===== config.mk =====
export PLATFORM = sky130hd
export DESIGN_NAME = bilinear_argb_sampler_unit
export DESIGN_NICKNAME = d
export VERILOG_FILES = /design/src/sv/bas_pkg.sv /design/src/sv/bilinear_argb_sampler_unit.sv /design/src/sv/bas_fetch.sv /design/src/sv/bas_weight.sv /design/src/sv/bas_blend.sv
export SDC_FILE = /design/constraint.sdc
export NUM_CORES = 2
export LEC_CHECK = 0
export ABC_CLOCK_PERIOD_IN_PS = 11750
export BUFFER_PORTS_ARGS = -buffer_cell sky130_fd_sc_hd__buf_2
export CAP_MARGIN = 0
export CORE_UTILIZATION = 50
export DETAILED_ROUTE_END_ITERATION = 16
export MAX_ROUTING_LAYER = met4
export PLACE_DENSITY_LB_ADDON = 0.2
export SLEW_MARGIN = 40
export SYNTH_ARGS = -nofsm -noshare
export SYNTH_HDL_FRONTEND = slang
export SYNTH_SLANG_ARGS = --single-unit

===== constraint.sdc =====
create_clock -name clock -period 11.75 [get_ports clock]
set_input_delay 3.525 -clock clock [delete_from_list [all_inputs] [get_ports clock]]
set_output_delay 3.525 -clock clock [all_outputs]
set_load 0.01 [all_outputs]

===== src/sv/bas_pkg.sv =====
// Shared types and constants for the bilinear ARGB sampler.
// Used by every module of the sampler; depends on nothing.
package bas_pkg;

   localparam int unsigned NEIGHBOURS = 4;
   localparam int unsigned CHANNELS   = 4;

   typedef logic [7:0]  chan_type;
   typedef logic [31:0] pixel_type;

   // Colour used for neighbours outside the source image
   localparam pixel_type FILL_ARGB = 32'h00FF_FFFF;

   // Configuration register indexes
   typedef enum logic [0:0] {
      REG_SRC_WIDTH  = 1'b0,
      REG_SRC_HEIGHT = 1'b1
   } reg_index_type;

   // Item after the bounds check and fill substitution
   typedef struct packed {
      chan_type                   fx;
      chan_type                   fy;
      pixel_type [NEIGHBOURS-1:0] pix;
   } fetch_type;

   // Item after the weight calculation
   typedef struct packed {
      chan_type  [NEIGHBOURS-1:0] weight;
      pixel_type [NEIGHBOURS-1:0] pix;
      logic                       all_white;
   } weight_type;

   // Channel c of a pixel: 0 alpha, 1 red, 2 green, 3 blue
   function automatic chan_type channel(input pixel_type p, input int unsigned c);
      chan_type ch;
      ch = p[(CHANNELS-1-c)*8 +: 8];
      return ch;
   endfunction

endpackage


===== src/sv/bilinear_argb_sampler_unit.sv =====
// Bilinear ARGB sampler: takes a signed 16.16 source coordinate with its 2x2 neighbour
// pixels and returns one interpolated ARGB pixel per item. Neighbours outside the
// configured source size read as the fill colour (A=0, R=G=B=255), and a neighbourhood
// that is white in R, G and B gives the fill colour. It accepts one item per clock
// while rsp does not stall it, and each item passes the pipeline registers in order:
// bounds check, weights, channel products, sum. Back-pressure on rsp stalls the
// stages behind a full register only; bubbles are squeezed out. Write src_width and
// src_height only while the pipeline is empty. Depends on bas_pkg, bas_fetch,
// bas_weight and bas_blend.
module bilinear_argb_sampler_unit (
   input  logic         clock,
   input  logic         reset,
   // configuration write channel
   input  logic         csr_valid,
   output logic         csr_ready,
   input  logic [0:0]   csr_index,
   input  logic [15:0]  csr_data,
   // input items
   input  logic         req_tvalid,
   output logic         req_tready,
   input  logic [191:0] req_tdata,   // x_fix, y_fix, pixel_tl, pixel_tr, pixel_bl, pixel_br
   // result items
   output logic         rsp_tvalid,
   input  logic         rsp_tready,
   output logic [31:0]  rsp_tdata    // alpha, red, green, blue
);
   import bas_pkg::*;

   logic [15:0]             width_ff;
   logic [15:0]             height_ff;
   pixel_type [3:0]         req_pix;
   logic                    s1_valid, s1_ready;
   fetch_type               s1_data;
   logic                    s2_valid, s2_ready;
   weight_type              s2_data;
   logic                    s3_valid;
   chan_type [3:0]          rsp_data;

   // Configuration registers
   assign csr_ready = 1'b1;

   always_ff @(posedge clock) begin
      if (reset) begin
         width_ff  <= 16'd640;
         height_ff <= 16'd480;
      end else if (csr_valid && csr_ready) begin
         case (reg_index_type'(csr_index))
            REG_SRC_WIDTH: begin
               width_ff <= csr_data;
            end
            REG_SRC_HEIGHT: begin
               height_ff <= csr_data;
            end
            default: begin
            end
         endcase
      end
   end

   // Unpack the neighbour pixels: top-left, top-right, bottom-left, bottom-right
   always_comb begin
      for (int k = 0; k < NEIGHBOURS; k++) begin
         req_pix[k] = req_tdata[64 + 32*k +: 32];
      end
   end

   bas_fetch u_fetch (
      .clock      (clock),
      .reset      (reset),
      .src_width  (width_ff),
      .src_height (height_ff),
      .up_valid   (req_tvalid),
      .up_ready   (req_tready),
      .up_x       (req_tdata[31:0]),
      .up_y       (req_tdata[63:32]),
      .up_pix     (req_pix),
      .dn_valid   (s1_valid),
      .dn_ready   (s1_ready),
      .dn_data    (s1_data)
   );

   bas_weight u_weight (
      .clock    (clock),
      .reset    (reset),
      .up_valid (s1_valid),
      .up_ready (s1_ready),
      .up_data  (s1_data),
      .dn_valid (s2_valid),
      .dn_ready (s2_ready),
      .dn_data  (s2_data)
   );

   bas_blend u_blend (
      .clock     (clock),
      .reset     (reset),
      .up_valid  (s2_valid),
      .up_ready  (s2_ready),
      .up_data   (s2_data),
      .mid_valid (s3_valid),
      .dn_valid  (rsp_tvalid),
      .dn_ready  (rsp_tready),
      .dn_data   (rsp_data)
   );

   assign rsp_tdata = rsp_data;

`ifndef SYNTHESIS
   // A full pipeline held by the consumer takes no further item
   assert property (@(posedge clock) disable iff (reset)
      (rsp_tvalid && !rsp_tready && s1_valid && s2_valid && s3_valid) |-> !req_tready)
      else $error("item accepted into a full stalled pipeline");

   // A delivered result with nothing behind it leaves the output empty
   assert property (@(posedge clock) disable iff (reset)
      (rsp_tvalid && rsp_tready && !s3_valid) |=> !rsp_tvalid)
      else $error("result repeated or invented");

   // Nothing comes out in the cycle after reset
   assert property (@(posedge clock)
      reset |=> (!rsp_tvalid && !s3_valid && !s2_valid && !s1_valid))
      else $error("pipeline not empty after reset");
`endif

endmodule


===== src/sv/bas_fetch.sv =====
// First pipeline stage: bounds check of the 2x2 neighbourhood and fill substitution.
// Depends on bas_pkg.
module bas_fetch (
   input  logic                                clock,
   input  logic                                reset,
   input  logic [15:0]                         src_width,
   input  logic [15:0]                         src_height,
   input  logic                                up_valid,
   output logic                                up_ready,
   input  logic [31:0]                         up_x,
   input  logic [31:0]                         up_y,
   input  bas_pkg::pixel_type [3:0]            up_pix,
   output logic                                dn_valid,
   input  logic                                dn_ready,
   output bas_pkg::fetch_type                  dn_data
);
   import bas_pkg::*;

   logic              dn_valid_ff;
   fetch_type         data_ff;
   fetch_type         data_in;
   logic signed [17:0] px0, px1, py0, py1, wd, ht;
   logic [1:0]        out_x, out_y;

   // Integer positions and the bounds check for both columns and rows
   always_comb begin
      px0 = {{2{up_x[31]}}, up_x[31:16]};
      py0 = {{2{up_y[31]}}, up_y[31:16]};
      px1 = px0 + 18'sd1;
      py1 = py0 + 18'sd1;
      wd  = {2'b00, src_width};
      ht  = {2'b00, src_height};
      out_x[0] = (px0 < 18'sd0) || (px0 >= wd);
      out_x[1] = (px1 < 18'sd0) || (px1 >= wd);
      out_y[0] = (py0 < 18'sd0) || (py0 >= ht);
      out_y[1] = (py1 < 18'sd0) || (py1 >= ht);
   end

   // Substitute the fill colour for neighbours outside the image
   always_comb begin
      data_in.fx = up_x[15:8];
      data_in.fy = up_y[15:8];
      for (int k = 0; k < NEIGHBOURS; k++) begin
         data_in.pix[k] = (out_x[k % 2] || out_y[k / 2]) ? FILL_ARGB : up_pix[k];
      end
   end

   assign up_ready = !dn_valid_ff || dn_ready;

   // Advance when the next stage can take the item
   always_ff @(posedge clock) begin
      if (reset) begin
         dn_valid_ff <= 1'b0;
      end else if (up_ready) begin
         dn_valid_ff <= up_valid;
      end
   end

   always_ff @(posedge clock) begin
      if (up_ready) begin
         data_ff <= data_in;
      end
   end

   assign dn_valid = dn_valid_ff;
   assign dn_data  = data_ff;

endmodule


===== src/sv/bas_weight.sv =====
// Second pipeline stage: four bilinear weights from the 8-bit fractions.
// Depends on bas_pkg.
module bas_weight (
   input  logic                 clock,
   input  logic                 reset,
   input  logic                 up_valid,
   output logic                 up_ready,
   input  bas_pkg::fetch_type   up_data,
   output logic                 dn_valid,
   input  logic                 dn_ready,
   output bas_pkg::weight_type  dn_data
);
   import bas_pkg::*;

   logic        dn_valid_ff;
   weight_type  data_ff;
   weight_type  data_in;
   chan_type    ifx, ify;
   logic [15:0] prod [NEIGHBOURS];

   // Form the weights and flag an all-white neighbourhood
   always_comb begin
      ifx = ~up_data.fx;
      ify = ~up_data.fy;
      prod[0] = 16'(ifx) * 16'(ify);
      prod[1] = 16'(up_data.fx) * 16'(ify);
      prod[2] = 16'(ifx) * 16'(up_data.fy);
      prod[3] = 16'(up_data.fx) * 16'(up_data.fy);
      data_in.all_white = 1'b1;
      for (int k = 0; k < NEIGHBOURS; k++) begin
         data_in.weight[k] = prod[k][15:8];
         if (up_data.pix[k][23:0] != 24'hFF_FFFF) begin
            data_in.all_white = 1'b0;
         end
      end
      data_in.pix = up_data.pix;
   end

   assign up_ready = !dn_valid_ff || dn_ready;

   always_ff @(posedge clock) begin
      if (reset) begin
         dn_valid_ff <= 1'b0;
      end else if (up_ready) begin
         dn_valid_ff <= up_valid;
      end
   end

   always_ff @(posedge clock) begin
      if (up_ready) begin
         data_ff <= data_in;
      end
   end

   assign dn_valid = dn_valid_ff;
   assign dn_data  = data_ff;

endmodule


===== src/sv/bas_blend.sv =====
// Third and fourth pipeline stages: per-channel products, then sum and the white override.
// Depends on bas_pkg.
module bas_blend (
   input  logic                           clock,
   input  logic                           reset,
   input  logic                           up_valid,
   output logic                           up_ready,
   input  bas_pkg::weight_type            up_data,
   output logic                           mid_valid,
   output logic                           dn_valid,
   input  logic                           dn_ready,
   output bas_pkg::chan_type [3:0]        dn_data
);
   import bas_pkg::*;

   logic        prod_valid_ff;
   logic [15:0] prod_ff [CHANNELS][NEIGHBOURS];
   logic [15:0] prod_in [CHANNELS][NEIGHBOURS];
   logic        white_ff;
   logic        out_valid_ff;
   chan_type [CHANNELS-1:0] out_ff;
   chan_type [CHANNELS-1:0] out_in;
   logic [17:0] sum [CHANNELS];
   logic        out_load;

   // Multiply each channel of each neighbour by its weight
   always_comb begin
      for (int c = 0; c < CHANNELS; c++) begin
         for (int k = 0; k < NEIGHBOURS; k++) begin
            prod_in[c][k] = 16'(channel(up_data.pix[k], c)) * 16'(up_data.weight[k]);
         end
      end
   end

   assign out_load = !out_valid_ff || dn_ready;
   assign up_ready = !prod_valid_ff || out_load;

   always_ff @(posedge clock) begin
      if (reset) begin
         prod_valid_ff <= 1'b0;
      end else if (up_ready) begin
         prod_valid_ff <= up_valid;
      end
   end

   always_ff @(posedge clock) begin
      if (up_ready) begin
         prod_ff  <= prod_in;
         white_ff <= up_data.all_white;
      end
   end

   // Sum the four products, drop the low byte, override an all-white neighbourhood
   always_comb begin
      for (int c = 0; c < CHANNELS; c++) begin
         sum[c] = 18'(prod_ff[c][0]) + 18'(prod_ff[c][1])
                + 18'(prod_ff[c][2]) + 18'(prod_ff[c][3]);
         out_in[c] = white_ff ? channel(FILL_ARGB, c) : sum[c][15:8];
      end
   end

   always_ff @(posedge clock) begin
      if (reset) begin
         out_valid_ff <= 1'b0;
      end else if (out_load) begin
         out_valid_ff <= prod_valid_ff;
      end
   end

   always_ff @(posedge clock) begin
      if (out_load) begin
         out_ff <= out_in;
      end
   end

   assign mid_valid = prod_valid_ff;
   assign dn_valid  = out_valid_ff;
   assign dn_data   = out_ff;

endmodule

Word-level counts from Yosys, hierarchy flattened
Cells that the tools add are included.

storage, ports and cells
  memories = 0
  bits of input ports = 214
  RAM bits = 0
  flip-flop bits (word level) = 630
  output and inout port bits = 35
  ROM bits = 0
  latch bits = 0

cells by class
  shifts and indexed selects = 0
  divide/modulo/power cells = 0
  $lt $le $gt $ge = 8
  $mul = 20
  reduce and logical (&&, ||, !) cells = 19
  muxes and demuxes = 1
  $add $sub $neg = 14
  bitwise logic cells = 3
  eq/ne operators = 4

operators with widths
  cell                                                                   count
  8-bit by 8-bit multiplier with 16-bit output                           20
  16-bit adder                                                           12
  24-bit != test, second input constant                                  4
  18-bit by 17-bit >= comparator with 1-bit output                       2
  18-bit by 1-bit < comparator with 1-bit output, second input constant  2
  16-bit by 2-bit adder with 17-bit output, second input constant        2
  16-bit by 17-bit >= comparator with 1-bit output                       2
  16-bit by 1-bit < comparator with 1-bit output, second input constant  2
  8-bit NOT                                                              2
  1-bit logical OR                                                       12
  1-bit logical NOT                                                      4
  2-bit AND reduction                                                    2
  3-bit OR reduction                                                     1
  1-bit two-way mux                                                      1
  1-bit NOT                                                              1

Longest topological paths before layout
  word-level depth = 5
  gate-level depth with buffers = 19
  mapped depth without buffers = 17

Modules after synthesis
From an unflattened synthesis, not the netlist that was laid out.

unflattened totals
  cell total of the unflattened synthesis = 6458
  area total of the unflattened synthesis = 68504.5 um^2

by module, submodules not included
  module                      cells each  area an instance (um^2)  sequential area each (um^2)  instances
  bas_blend                   4578        46304.4                  8718.4                       1
  bas_weight                  1149        13244.0                  4854.7                       1
  bas_fetch                   601         7579.8                   4344.2                       1
  bilinear_argb_sampler_unit  130         1376.3                   640.6                        1

Worst setup path after synthesis
Ideal clock, no wire load.

  path kind = input port to output port
  from = input rsp_tready
  to = output req_tready
  required time = 8.225 ns
  stages on the path = 3
  arrival time = 6.896 ns
  setup slack = 1.329 ns
  cells stage by stage = nor2b_1 > and3_1 > nand2_1

between the ends
  word-level cells in the longest chain between the ends = 4

RTL lines
  item              RTL line                          source
  from (decl)       bilinear_argb_sampler_unit.sv:24  input logic rsp_tready,
  1-bit logical OR  bas_blend.sv:35                   assign out_load = !out_valid_ff || dn_ready;
  1-bit logical OR  bas_blend.sv:36                   assign up_ready = !prod_valid_ff || out_load;
  1-bit logical OR  bas_weight.sv:39                  assign up_ready = !dn_valid_ff || dn_ready;
  1-bit logical OR  bas_fetch.sv:48                   assign up_ready = !dn_valid_ff || dn_ready;
  to (decl)         bilinear_argb_sampler_unit.sv:20  output logic req_tready,

Every way passes these cells.

Final worst setup path
Same ends and word-level chain as after synthesis.

==> impl_metrics.ini <==
[synthesis]
synth.most_common_cell = inv_1
synth_cell_types = 73
async_flop_share_pct = 0
synth_ff_type = edfxtp_1
synth_common_cells = inv_1 (1,051), and2_1 (882), fa_1 (832)
ys_top_cells_by_area = edfxtp_1 (27%), fa_1 (25%), ha_1 (15%), and2_1 (8.2%), inv_1 (5.9%)
yosysWarnings = 0
yosys.area.top_type = edfxtp_1
syn_avg_cell_area_um2 = 10.6
synth_area_um2 = 67200
synth_seq_area_share_pct = 27.6
ys_ff_latch = 630
synth_edf_count = 594
synth_top_area_share_pct = 26.5
syn_inst = 6355
syn-num-nets = 8229

[worst_setup_path]
critPathLaunchType = input port
cp-end-kind = output port
required_ns = 8.23
worstPathMaxFanout = 5
path_class = input port to output port
crit_arrival_ns = 4.83

[placement]
io_buffer_count = 231
place_hpwl_um = 130000
place.gp.congestion = 0.917
dp.cells = 8239

[sta]
worst_pin_slew_ns = 0.870
max-slew-margin-rel_pct = 41.8
fin_crit_ns = 8.36
period_share_pct = 71.1
clock_skew_ns = 0.0451
fmax_mhz = 120
drv_slew = 0
setup_violations = 0
hold_viol = 0
setup_tns_ns = 0
rsz0062_at_grt = no

[grt]
grt_pass1_wl_um = 260000
grt_overflow = 0
grt_antenna_before_repair = 14
grt_max_degree = 137
grt_use_met2_pct = 42.0
grt.busiest_layer = met2
first_global_vias = 46619
use_met1_pct = 33.0
met3_usage_pct = 3.87
track_usage_pct = 25.7

[drt]
ant_nets = 1
wire_per_inst_um = 19.7
num_vias = 44478
wl_um = 165000
via_per_inst = 5.30
firstDrtPassIters = 11
drc_errors = 6
drtIter0Drc = 2616

[floorplan]
core_area_um2 = 133000
start_util_pct = 50.4
ioPinCount = 249
die_w_um = 369
fp-row-count = 134
die_area_um2 = 136000
fp.dieH_um = 369

[cells_and_area]
utilization_pct = 54.7
layout.cells.non_filler = 8392
num-fill-cells = 11862
fin_nets = 8422
syn_to_final_growth_pct = 8.59
drive_above_1_share_pct = 6.84

[run]
cap_violations = 0

[clocking]
cts_buffers = 75
clk_pin_slew_ns = 0.05
cts_max_level = 3
worst_skew_pair.late_latency_ns = 0.70
cts.sink_count = 630
cts_max_path_buffers = 3
cts_tree = yes
root_buffer = clkbuf_16
post_cts_buffers = 0
cts_resized = 0
hold_buffers = 0

[hold_path]
min_path_type = flip-flop to flip-flop

[run_status]
violations = antenna rules, DRC
status = finished with violations
[critical path, cell delays in order]
cell and delay (ns):
buf_2 0.10, nor2b_1 0.37, and3_1 0.44, nand2_4 0.19, buf_2 0.20
[through the flow]
step	hold WS [ns]	setup slack (ns)	area (um2)
after floorplan	0.400	1.33	67200
after global placement	0.402	3.36	70300
after detailed placement	0.406	3.34	70400
after CTS	0.417	3.33	72900
after global routing	0.422	3.31	73000
final	0.417	3.39	73000
[registers in the layout (all words and copies together) (netlist names)]
signal,flops
u_blend.dn_data,32
u_blend.mid_valid,1
u_weight.dn_data,161
u_fetch.dn_valid,1
height_ff,16
u_blend.white_ff,1
u_blend.dn_valid,1
u_weight.dn_valid,1
width_ff,16
u_blend.prod_ff,256
u_fetch.dn_data,144
[worst paths after layout]
kind | start | end | slack (ns) | cells past startpoint
min | u_fetch.dn_data[125] | u_weight.dn_data[126] | 0.42 | 0
max reg2reg | u_weight.dn_data[147] | u_blend.prod_ff[95] | 6.28 | 17
max | rsp_tready | req_tready | 3.39 | 5
min reg2reg | u_fetch.dn_data[125] | u_weight.dn_data[126] | 0.42 | 0
[cell usage in the layout, fill, tap and decap left out, types with 60 or more instances in the layout]
cell type,Yosys,routed
o21ai_0,68,68
or3_1,60,60
xnor2_1,228,225
buf_2,3,231
inv_1,1051,1050
nand2_1,382,380
nand3_1,61,61
nor2_1,204,204
and2_1,882,882
nor2b_1,136,136
clkbuf_16,0,77
nand2b_1,86,86
o21a_1,63,63
fa_1,832,832
a21oi_1,240,240
edfxtp_1,594,594
ha_1,828,828
[per-layer routing]
metal / vias to the layer above / wire length [um]
met1: 22356 / 72000
met3: 223 / 8700
met4: 0 / 5600
met2: 994 / 79100
li1: 20905 / -
met5: - / 0
[cell type report]
class	count	area [um2]	share of cell area, %
antenna	19	47.5	0.0651
clock buffer	83	1950	2.67
clock inverter	51	594	0.814
inverter	1051	3950	5.42
multi-input combinational	4498	44000	60.3
sequential	630	18600	25.4
tap	1768	2210	3.03
timing repair buffer	292	1630	2.24
[cells by family (layout without fill, tap and decap cells)]
group           count (synthesis)  after routing  synth area share (%)
buf+inv                      1227           1477                  6.96
flops                         630            630                  27.6
other cells                     1             20               0.00558
fa+ha+maj                    1660           1660                  40.2
xor+xnor                      271            271                  3.53
simple gates                 2020           2020                  16.6
compound gates                546            546                  5.14
Power is left out: the tool's default activity adds up to more than one toggle a clock period on the data nets, which glitch-free logic cannot reach.
